**src/hdl/pudf_pkg.sv**
```systemverilog
// Shared types and constants for the pose update deadband filter.
// No dependencies; compile first.
`default_nettype none
package pudf_pkg;

  localparam int ENTITIES  = 256;
  localparam int ENT_W     = $clog2(ENTITIES);
  localparam int STAMP_W   = 48;
  localparam int POS_W     = 32;
  localparam int ROT_W     = 16;
  localparam int ENTRY_W   = STAMP_W + 3 * POS_W + 4 * ROT_W;
  localparam int CFG_IDX_W = 4;
  localparam int CFG_DAT_W = 48;

  localparam logic [CFG_IDX_W-1:0] CFG_ENABLED     = 4'd0;
  localparam logic [CFG_IDX_W-1:0] CFG_MIN_DIST_SQ = 4'd1;
  localparam logic [CFG_IDX_W-1:0] CFG_MIN_ROT_SQ  = 4'd2;
  localparam logic [CFG_IDX_W-1:0] CFG_MIN_AGE_US  = 4'd3;

  localparam logic [47:0] RST_MIN_DIST_SQ = 48'd429497;
  localparam logic [30:0] RST_MIN_ROT_SQ  = 31'd107374;
  localparam logic [31:0] RST_MIN_AGE_US  = 32'd30000;

  typedef enum logic [2:0] {
    V_FORWARD = 3'd0,
    V_FIRST   = 3'd1,
    V_EARLY   = 3'd2,
    V_STILL   = 3'd3,
    V_DROP    = 3'd4
  } verdict_t;

  typedef enum logic [2:0] {
    ST_IDLE,
    ST_MUL,
    ST_SQR,
    ST_SUM,
    ST_DONE
  } state_t;

  typedef struct packed {
    logic idle;
    logic mul;
    logic sqr;
    logic sum;
    logic finish;
  } cmd_t;

  typedef struct packed {
    logic in_valid;
    logic out_full;
  } sts_t;

endpackage
`default_nettype wire

```
**src/hdl/pudf_ctrl.sv**
```systemverilog
// Sequencing state machine for the filter.
// Depends on pudf_pkg.
`default_nettype none
module pudf_ctrl (
  input  wire logic           clk,
  input  wire logic           rst_n,
  input  pudf_pkg::sts_t      sts,
  output pudf_pkg::cmd_t      cmd
);

  pudf_pkg::state_t state_r, state_nxt;

  always_ff @(posedge clk) begin
    if (!rst_n) begin
      state_r <= pudf_pkg::ST_IDLE;
    end else begin
      state_r <= state_nxt;
    end
  end

  always_comb begin
    state_nxt = state_r;
    unique case (state_r)
      pudf_pkg::ST_IDLE: if (sts.in_valid) state_nxt = pudf_pkg::ST_MUL;
      pudf_pkg::ST_MUL:  state_nxt = pudf_pkg::ST_SQR;
      pudf_pkg::ST_SQR:  state_nxt = pudf_pkg::ST_SUM;
      pudf_pkg::ST_SUM:  state_nxt = pudf_pkg::ST_DONE;
      pudf_pkg::ST_DONE: if (!sts.out_full) state_nxt = pudf_pkg::ST_IDLE;
      default:           state_nxt = pudf_pkg::ST_IDLE;
    endcase
  end

  always_comb begin
    cmd = '0;
    unique case (state_r)
      pudf_pkg::ST_IDLE: cmd.idle   = 1'b1;
      pudf_pkg::ST_MUL:  cmd.mul    = 1'b1;
      pudf_pkg::ST_SQR:  cmd.sqr    = 1'b1;
      pudf_pkg::ST_SUM:  cmd.sum    = 1'b1;
      pudf_pkg::ST_DONE: cmd.finish = !sts.out_full;
      default:           cmd = '0;
    endcase
  end

endmodule
`default_nettype wire

```
**config.mk**
```make
export PLATFORM = sky130hd
export DESIGN_NAME = pudf_ctrl
export DESIGN_NICKNAME = d
export VERILOG_FILES = /design/src/hdl/pudf_pkg.sv /design/src/hdl/pudf_ctrl.sv
export SDC_FILE = /design/constraint.sdc
export NUM_CORES = 1
export LEC_CHECK = 0
export BUFFER_PORTS_ARGS = -buffer_cell sky130_fd_sc_hd__buf_2
export CAP_MARGIN = 20
export CORE_AREA = 5 5 42 44
export CTS_BUF_LIST = sky130_fd_sc_hd__clkbuf_4 sky130_fd_sc_hd__clkbuf_8
export DETAILED_ROUTE_END_ITERATION = 6
export DIE_AREA = 0 0 47 49
export MAX_ROUTING_LAYER = met4
export REMOVE_ABC_BUFFERS = 1
export SLEW_MARGIN = 10
export SYNTH_ARGS = -nofsm -noshare
export SYNTH_HDL_FRONTEND = slang
export SYNTH_SLANG_ARGS = --single-unit
```
**constraint.sdc**
```tcl
create_clock -name clk -period 1.3 [get_ports clk]
set_input_delay 0.13 -clock clk [delete_from_list [all_inputs] [get_ports clk]]
set_output_delay 0.13 -clock clk [all_outputs]
set_load 0.02 [all_outputs]
```
After elaboration in Yosys (flattened, before gate mapping)
Index checks and enable logic that the tools add are counted.

Bits in registers: 3. Bits of input ports: 4. Output and inout bits: 5. Logic and storage cells: 18.

Equality and inequality tests: 6. Mux-type cells: 8. Reduce and logical (&&, ||, !) cells: 3.

Operators by type and width (count): case mux 3 bit (5 select lines) (1); == test 3 x 2 -> 1 bit (second input constant) (2); two-way mux 3 bit (2); two-way mux 1 bit (5); inequality test 2 bit (second input constant) (2); == test 3 x 1 -> 1 bit (second input constant) (1); == test 3 bit (second input constant) (1); zero test 3 bit (1); AND reduction 2 bit (1); zero test 1 bit (1).

Longest topological paths before layout
Gate-level depths: netlist of the first run.

Word-level depth: 3. Gate-level depth with buffers: 2. Gate-level depth less buffers: 2.

Least setup slack after synthesis of the first run
OpenSTA, ideal clock, no wires.

Kind: register -> output. Start point: register state_r[2]. End point: output cmd[0] (netlist name). Arrival time: 1067 ps. Required time: 1170 ps. Setup slack: 103 ps. Stages on the path, launching flop included: 3. Buffers on the path: 0. Path through: dfxtp_1 > or3b_1 > nor2_1.

RTL lines: start, declared (RTL line pudf_ctrl.sv:11) `pudf_pkg::state_t state_r, state_nxt;`; start signal, assigned (RTL line pudf_ctrl.sv:15) `state_r <= pudf_pkg::ST_IDLE;`; start signal, assigned (RTL line pudf_ctrl.sv:17) `state_r <= state_nxt;`; end, declared (RTL line pudf_ctrl.sv:8) `output pudf_pkg::cmd_t cmd`.

==> reports/metrics.csv, run 1 <==
metric,value,unit
Layout Nets,36,
R2R Path Start,state_r[1]$_SDFFE_PN0P_,
Top Ports,9,
synth warn,0,
drt drc,0,
unrepaired setup endpoints after global routing,true,
Slew @ Worst Pin,0.1821,ns
ys async rst share,0,
Synth Cell Area,147.6,µm²
largest cells by area after synthesis,"dfxtp_1, nor3b_1, o2bb2ai_2",
worst setup margin,0.0003570,ns
CP max FO,2,
via density per instance,3.915,
relative slew slack,0.8777,
port buffer count,8,
wire per inst,10.28,µm
diode count,0,
"EDFF count, synth",0,
Worst EP required,1.17,ns
Power Density,1315,nW/µm²
Worst Hold Class,in2reg,
Worst Path Arrival,1.17,ns
Die Span X,47,µm
core region area,1401,µm²
Clock Sinks,3,
Yosys top cell by area,dfxtp_1,
Inst Count DP,40,
fin util,0.2089,
P_leak,0.1301,nW
Critical Path Sink Type,output port,
Synth Flop Type,dfxtp_1,
CTS tree,done,
Starting Density,0.1054,
later-pin clock latency in the skew report,0.23,ns
Mapped Cells,15,
Num CTS Buffers,3,
ratio of cells with drive above 1 in the final layout,0.7419,
hold depth,2,
FMAX,769.4,MHz
clock share of power,0.485,
initial antenna violation count,0,
Netlist cell types,10,
CP cell instances,or3b_4 -> nor2_4 -> buf_6,
Largest Register,state_r,
number of detailed-route iterations in the first pass,1,
vias in the first global route,209,
switching part of the total,0.2756,
most common library cells after synthesis,"dfxtp_1, nor3b_1, nor3_1",
maximum vdd drop,0.0002446,V
"Avg Cell Area, Syn",9.843,µm²
fin crit period,1.300,ns
Post-Layout Cell Count,47,
Reg-to-Reg End,state_r[2]$_SDFFE_PN0P_,
FF-to-FF path depth,3,
Die Area,2303,µm²
Final Cycle Share,0.9997,
row count,14,
final hold violations,0,
"Design Area, Final",292.8,µm²
Hold Buf Count CTS,0,
dpl cell area,215.2,µm²
Worst Hold Path EP,state_r[2]$_SDFFE_PN0P_,
WS Path Type,reg2out,
number of synthesized register bits,3,
Reg2Reg Setup Slack,0.23,ns
Critical Path Max Stage Delay,0.41,ns
P&R area growth vs syn,98.30,%
hold_sp,rst_n,
maximum buffer depth of the clock tree,2,
final-report setup violation count,0,
Final Slew Violations,0,
first-pass GRT wire length,738,µm
Reg power frac,0.277,
largest net degree at the start of global routing,7,
"Reg clk slew, reported paths",0.04,ns
GRT overflow,0,
GRT Total Usage,0.05271,
Worst path slowest cell,or3b_4,
top-area cell type share of the netlist area,0.4068,
remaining antenna violation count after routing,0,
Place WS,0.1349,ns
CTS Root Cell,clkbuf_4,
largest registers,state_r x3,
DR vias,184,
status,"complete, no violations",
Pwr Total,385.0,µW
First DRT Iteration DRCs,0,
CP startpoint kind,register,
Logic pwr share,0.238,
sw power,106.1,µW
H-Tree Depth,1,
Internal Pwr Total,278.9,µW
sequential fraction of the synthesis area,0.4068,
max FFs per register,3,
max_cap viols,0,
final clock skew,0.004539,ns
Final GP Congestion,0.6176,
Die Y,49,µm
Final Routed Wirelength,483,µm
==> cell usage in the layout, fill, tap and decap left out <==
| master | instances |
|---|---|
| buf_2 | 7 |
| clkbuf_4 | 4 |
| buf_4 | 4 |
| nor3b_1 | 3 |
| nor3_1 | 2 |
| dfxtp_4 | 2 |
| and3b_2 | 1 |
| or3b_4 | 1 |
| nor2_4 | 1 |
| xnor2_1 | 1 |
| nand2_1 | 1 |
| o2bb2ai_2 | 1 |
| o21ai_0 | 1 |
| buf_6 | 1 |
| dfxtp_2 | 1 |
==> metrics by stage <==
step / setup TNS [ns] / hold slack [ns]
floorplan: 0 / 0.2377
global placement: 0 / 0.3819
detailed placement: 0 / 0.3874
CTS: -0.04529 / 0.1395
global route: -0.04371 / 0.1567
finish: 0 / 0.1546
==> worst max-delay path by stage <==
stage	startpoint	to	slack, ns
2_1_floorplan	state_r[2]$_SDFFE_PN0P_	cmd[0]	0.10
3_3_place_gp	state_r[0]$_SDFFE_PN0P_	cmd[0]	0.15
3_5_place_dp	state_r[0]$_SDFFE_PN0P_	cmd[0]	0.13
4_1_cts	state_r[1]$_SDFFE_PN0P_	cmd[0]	-0.05
5_1_grt	state_r[1]$_SDFFE_PN0P_	cmd[0]	-0.04
6_report	state_r[1]$_SDFFE_PN0P_	cmd[0]	0.0004
==> critical path, delay by kind of cell, from the launching register on <==
kind / cells / cell delay (ns)
and+or+nand+nor: 2 / 0.50
buffers and inverters: 1 / 0.12
DFF: 1 / 0.33
==> cell families (layout without fill, tap and decap cells) <==
logic type / Yosys count / after routing / synth area share
xor+xnor: 1 / 1 / 0.05933
buf+inv: 0 / 16 / 0
compound gates: 2 / 2 / 0.1355
simple gates: 9 / 9 / 0.3983
flops: 3 / 3 / 0.4068
==> area by class of cell <==
class	instances	area, µm²
fill	167	1109
multi-input combinational	12	97.59
timing repair buffer	12	76.32
sequential	3	68.82
clock buffer	4	30.03
tap	16	20.02
==> per-layer routing <==
| layer | track usage | vias to the layer above | routed length [µm] | share of wire |
|---|---|---|---|---|
| met4 | 0.08295 | 0 | 0 | 0 |
| met1 | 0.02637 | 92 | 138 | 0.29 |
| met2 | 0.08371 | 4 | 329 | 0.68 |
| li1 | - | 88 | - | - |
| met3 | 0.02214 | 0 | 16 | 0.033 |
| met5 | - | - | 0 | 0 |
==> power by group through the flow <==
stage | registers (mW) | logic (mW) | clock network (mW)
after floorplan | 0.112 | 0.0437 | 0
after global placement | 0.115 | 0.0671 | 0
after detailed placement | 0.115 | 0.0682 | 0
after CTS | 0.106 | 0.0899 | 0.196
after global routing | 0.108 | 0.0979 | 0.210
final | 0.107 | 0.0918 | 0.187
==> timing repair <==
| item | in CTS | in global routing |
|---|---|---|
| setup endpoints to repair | 1 | 1 |
| buffers inserted | 3 | 0 |
| gates resized for setup | 6 | 4 |
| pin swaps | 2 | 1 |
Power figures use the tool's default switching activity.
==> run 2, diff against run 1 <==
CELL_PAD_IN_SITES_DETAIL_PLACEMENT = 0   (was default)
CELL_PAD_IN_SITES_GLOBAL_PLACEMENT = 2   (was default)
PLACE_DENSITY_LB_ADDON = 0.1   (was default)
==> run 2 against run 1 <==
Die area stayed put. Largest cell class unchanged. Clock skew down 0.0031 ns. Critical path type unchanged. Cell count is 2.1% lower. Largest power group unchanged. Combinational power fell by 0.8%. Final area fell by 3.4%.
==> reports/metrics.csv, run 2 (same netlist as run 1, synthesis figures left out) <==
metric,value,unit
status,"complete, no violations",
Clock Sinks,3,
Resized cells post-CTS,3,
largest net degree at the start of global routing,7,
port buffer count,8,
ratio of cells with drive above 1 in the final layout,0.7000,
Starting Density,0.1054,
unrepaired setup endpoints after global routing,true,
Layout Nets,35,
CTS tree,done,
CP startpoint kind,register,
row count,14,
core region area,1401,µm²
R2R Path Start,state_r[0]$_SDFFE_PN0P_,
Worst Path Arrival,1.15,ns
later-pin clock latency in the skew report,0.23,ns
Worst EP required,1.17,ns
P_leak,0.1281,nW
dpl cell area,230.2,µm²
hold depth,2,
P&R area growth vs syn,91.52,%
first-pass GRT wire length,772,µm
Power Density,1331,nW/µm²
Post-CTS Setup Inserts,0,
Worst setup startpoint,state_r[0]$_SDFFE_PN0P_,
Die Y,49,µm
largest registers,state_r x3,
remaining antenna violation count after routing,0,
Final Slew Violations,0,
Die Area,2303,µm²
max_cap viols,0,
final-report setup violation count,0,
maximum buffer depth of the clock tree,2,
FF-to-FF path depth,2,
Final Routed Wirelength,420,µm
wire per inst,9.130,µm
number of detailed-route iterations in the first pass,4,
drt drc,0,
Worst Hold Class,in2reg,
WS Path Type,reg2out,
fill count,170,
worst setup margin,0.01671,ns
FMAX,779.2,MHz
Reg2Reg Setup Slack,0.36,ns
DR vias,164,
max FFs per register,3,
initial antenna violation count,0,
relative slew slack,0.9020,
"Reg clk slew, reported paths",0.04,ns
final hold violations,0,
Final GP Congestion,0.6470,
GRT overflow,0,
worst setup path end,cmd[0],
Place WS,0.2095,ns
H-Tree Depth,1,
Reg-to-Reg End,state_r[2]$_SDFFE_PN0P_,
"commonest cells after routing, fill and taps aside","buf_2, clkbuf_4, buf_4",
final clock skew,0.001440,ns
diode count,0,
Final Cycle Share,0.9871,
Die Span X,47,µm
Top Ports,9,
maximum vdd drop,0.0003880,V
Critical Path Sink Type,output port,
Hold Buf Count CTS,0,
via density per instance,3.565,
Slew @ Worst Pin,0.1467,ns
"leading cell type in the layout, fill and taps excluded",buf_2,
CP max FO,2,
"Design Area, Final",282.8,µm²
First DRT Iteration DRCs,3,
CTS Root Cell,clkbuf_4,
vias in the first global route,161,
Largest Register,state_r,
GRT Total Usage,0.05123,
fin crit period,1.283,ns
Num CTS Buffers,3,
-- run 2: cell types whose count changed in the layout (fill, tap and decap cells not counted) --
cell,before,now
nor3b_1,3,2
dfxtp_1,0,2
nor3b_2,0,1
buf_4,4,3
dfxtp_4,2,0
-- run 2: critical path, stage by stage, from the launching register on --
cell and delay [ns]:
dfxtp_1 0.30, or3b_4 0.42, nor2_4 0.09, buf_6 0.11
-- run 2: worst min-delay path by stage --
stage / to / slack (ns) / start
2_1_floorplan: state_r[2]$_SDFFE_PN0P_ / 0.24 / rst_n
3_3_place_gp: state_r[2]$_SDFFE_PN0P_ / 0.41 / rst_n
3_5_place_dp: state_r[2]$_SDFFE_PN0P_ / 0.40 / rst_n
4_1_cts: state_r[2]$_SDFFE_PN0P_ / 0.15 / rst_n
5_1_grt: state_r[2]$_SDFFE_PN0P_ / 0.18 / rst_n
6_report: state_r[2]$_SDFFE_PN0P_ / 0.16 / rst_n
-- run 2: power breakdown --
group	switching [mW]	internal, mW
Clock	0.0446	0.136
Sequential	0.00400	0.101
Combinational	0.0500	0.0411
-- run 2: stage by stage --
step           cells  power, mW    util  setup TNS [ns]  hold slack (ns)
2_1_floorplan     15     0.1561       -               0           0.2377
3_3_place_gp      42     0.1953  0.1643               0           0.4052
3_5_place_dp      42     0.1941  0.1643               0           0.3956
4_1_cts           46     0.3852  0.1902        -0.01258           0.1511
5_1_grt           46     0.4061  0.2018        -0.02365           0.1762
6_report          46     0.3763  0.2018               0           0.1551
-- run 2: layout make-up --
cell class / count / area (µm²) / share of cell area
Sequential cell: 3 / 61.31 / 0.2168
Multi-Input combinational cell: 12 / 102.6 / 0.3628
Tap cell: 16 / 20.02 / 0.07080
Timing Repair Buffer: 11 / 68.82 / 0.2434
Clock buffer: 4 / 30.03 / 0.1062
-- run 2: per-layer routing --
layer	wire length (µm)	vias up	global-route usage
li1	-	86	-
met1	207	70	0.06360
met2	168	8	0.05204
met3	44	0	0.04797
met4	0	0	0.02765
met5	0	-	-
==> run 3, diff against run 2 <==
clock period = 1.1 ns   (was 1.3 ns; I/O delays follow)
==> run 3 against run 2 <==
Cell count rose by 8.7%. Clock-buffer cell count did not move. The flow now finishes with violations (negative setup slack). Critical path type unchanged. Setup slack got worse by 0.19 ns. Largest power group unchanged. Via count rose by 12%. Clock skew rose by 0.00089 ns. Total power rose by 29%. Register-to-register slack got worse by 0.33 ns. Critical path depth did not move.
==> reports/metrics.csv, run 3 (same netlist as run 1, synthesis figures left out) <==
metric,value,unit
status,finished with violations,
failing checks,negative setup slack,
row count,14,
dpl cell area,237.7,µm²
critical path's top delay family,simple AND/OR/NAND/NOR gates,
GRT Total Usage,0.05916,
Place WS,0.02529,ns
WP buf/inv,1,
Die Y,49,µm
max_cap viols,0,
First DRT Iteration DRCs,0,
vias in the first global route,204,
Final GP Congestion,0.6483,
CP max FO,2,
CP startpoint kind,register,
Final Routed Wirelength,513,µm
Critical Path Max Stage Delay,0.42,ns
Clock Sinks,3,
FMAX,785.7,MHz
Inst Count DP,43,
core region area,1401,µm²
ratio of cells with drive above 1 in the final layout,0.8529,
Top Ports,9,
CP cell instances,or3b_4 -> nor2_4 -> buf_6,
CTS tree,done,
Largest Register,state_r,
maximum buffer depth of the clock tree,2,
later-pin clock latency in the skew report,0.23,ns
"Reg clk slew, reported paths",0.04,ns
Layout Nets,39,
Die Span X,47,µm
Post-Layout Cell Count,50,
Worst Path Arrival,1.16,ns
final clock skew,0.002331,ns
"Design Area, Final",346.6,µm²
Starting Density,0.1054,
Worst Hold Class,in2reg,
Hold Buf Count CTS,0,
worst setup margin,-0.1727,ns
wire per inst,10.26,µm
first-pass GRT wire length,869,µm
Critical Path Sink Type,output port,
Power Density,1397,nW/µm²
number of detailed-route iterations in the first pass,1,
Slew @ Worst Pin,0.1599,ns
Final Cycle Share,1.157,
port buffer count,8,
fin util,0.2473,
DR vias,184,
Pwr Total,484.0,µW
relative slew slack,0.8931,
unrepaired setup endpoints after global routing,true,
Die Area,2303,µm²
remaining antenna violation count after routing,0,
drt drc,0,
Final Slew Violations,0,
"leading cell type in the layout, fill and taps excluded",buf_4,
WS Path Type,reg2out,
H-Tree Depth,1,
CTS Root Cell,clkbuf_4,
"commonest cells after routing, fill and taps aside","buf_4, clkbuf_4, buf_6",
Num CTS Buffers,3,
initial antenna violation count,0,
Worst path slowest cell,or3b_4,
GRT overflow,0,
max FFs per register,3,
largest net degree at the start of global routing,7,
via density per instance,3.680,
final hold violations,0,
fin crit period,1.273,ns
Worst EP required,0.99,ns
maximum vdd drop,0.0006302,V
diode count,0,
P&R area growth vs syn,134.7,%
final-report setup violation count,3,
final setup TNS,-0.2373,ns
Hold WS,0.1377,ns
P_leak,0.1574,nW
largest registers,state_r x3,
DP HPWL,363.1,µm
## run 3: power breakdown
group / switching, mW / total (mW) / internal (mW) / leakage (nW)
sequential: 0.00616 / 0.127 / 0.121 / 0.0258
combinational: 0.0660 / 0.142 / 0.0761 / 0.113
clock: 0.0542 / 0.215 / 0.160 / 0.0184
total: 0.126 / 0.484 / 0.358 / 0.157
## run 3: worst paths after layout
| check | cells past startpoint | start | slack, ns | endpoint |
|---|---|---|---|---|
| setup / recovery | 3 | state_r[1]$_SDFFE_PN0P_ | -0.17 | cmd[0] |
| hold / removal | 2 | rst_n | 0.14 | state_r[2]$_SDFFE_PN0P_ |
| setup reg to reg | 3 | state_r[1]$_SDFFE_PN0P_ | 0.03 | state_r[2]$_SDFFE_PN0P_ |
| hold reg to reg | 2 | state_r[0]$_SDFFE_PN0P_ | 0.53 | state_r[0]$_SDFFE_PN0P_ |
## run 3: worst reg2reg max path, stage by stage, from the launching register on
cell	delay, ns
dfxtp_2	0.31
or3b_4	0.42
buf_4	0.15
o2bb2ai_2	0.12
## run 3: per-layer routing
layer	GRT usage	up-vias	wire [µm]
li1	-	92	-
met1	0.05921	84	199
met2	0.07466	8	239
met3	0.07011	0	73
met4	0.01382	0	0
met5	-	-	0
## run 3: area by class of cell
cell class	count	area, µm²
well taps	16	20.02
multi-input cells	12	112.6
clock buffers	4	30.03
flip-flops and latches	3	63.81
repair buffers	15	120.1
fillers	169	1055
## run 3: what timing repair did
item                       CTS  global route
resized for setup           13             6
cloned                       0             0
setup buffers                3             1
pin swaps                    3             1
hold endpoints to repair     0             0
setup endpoints to repair    5             6
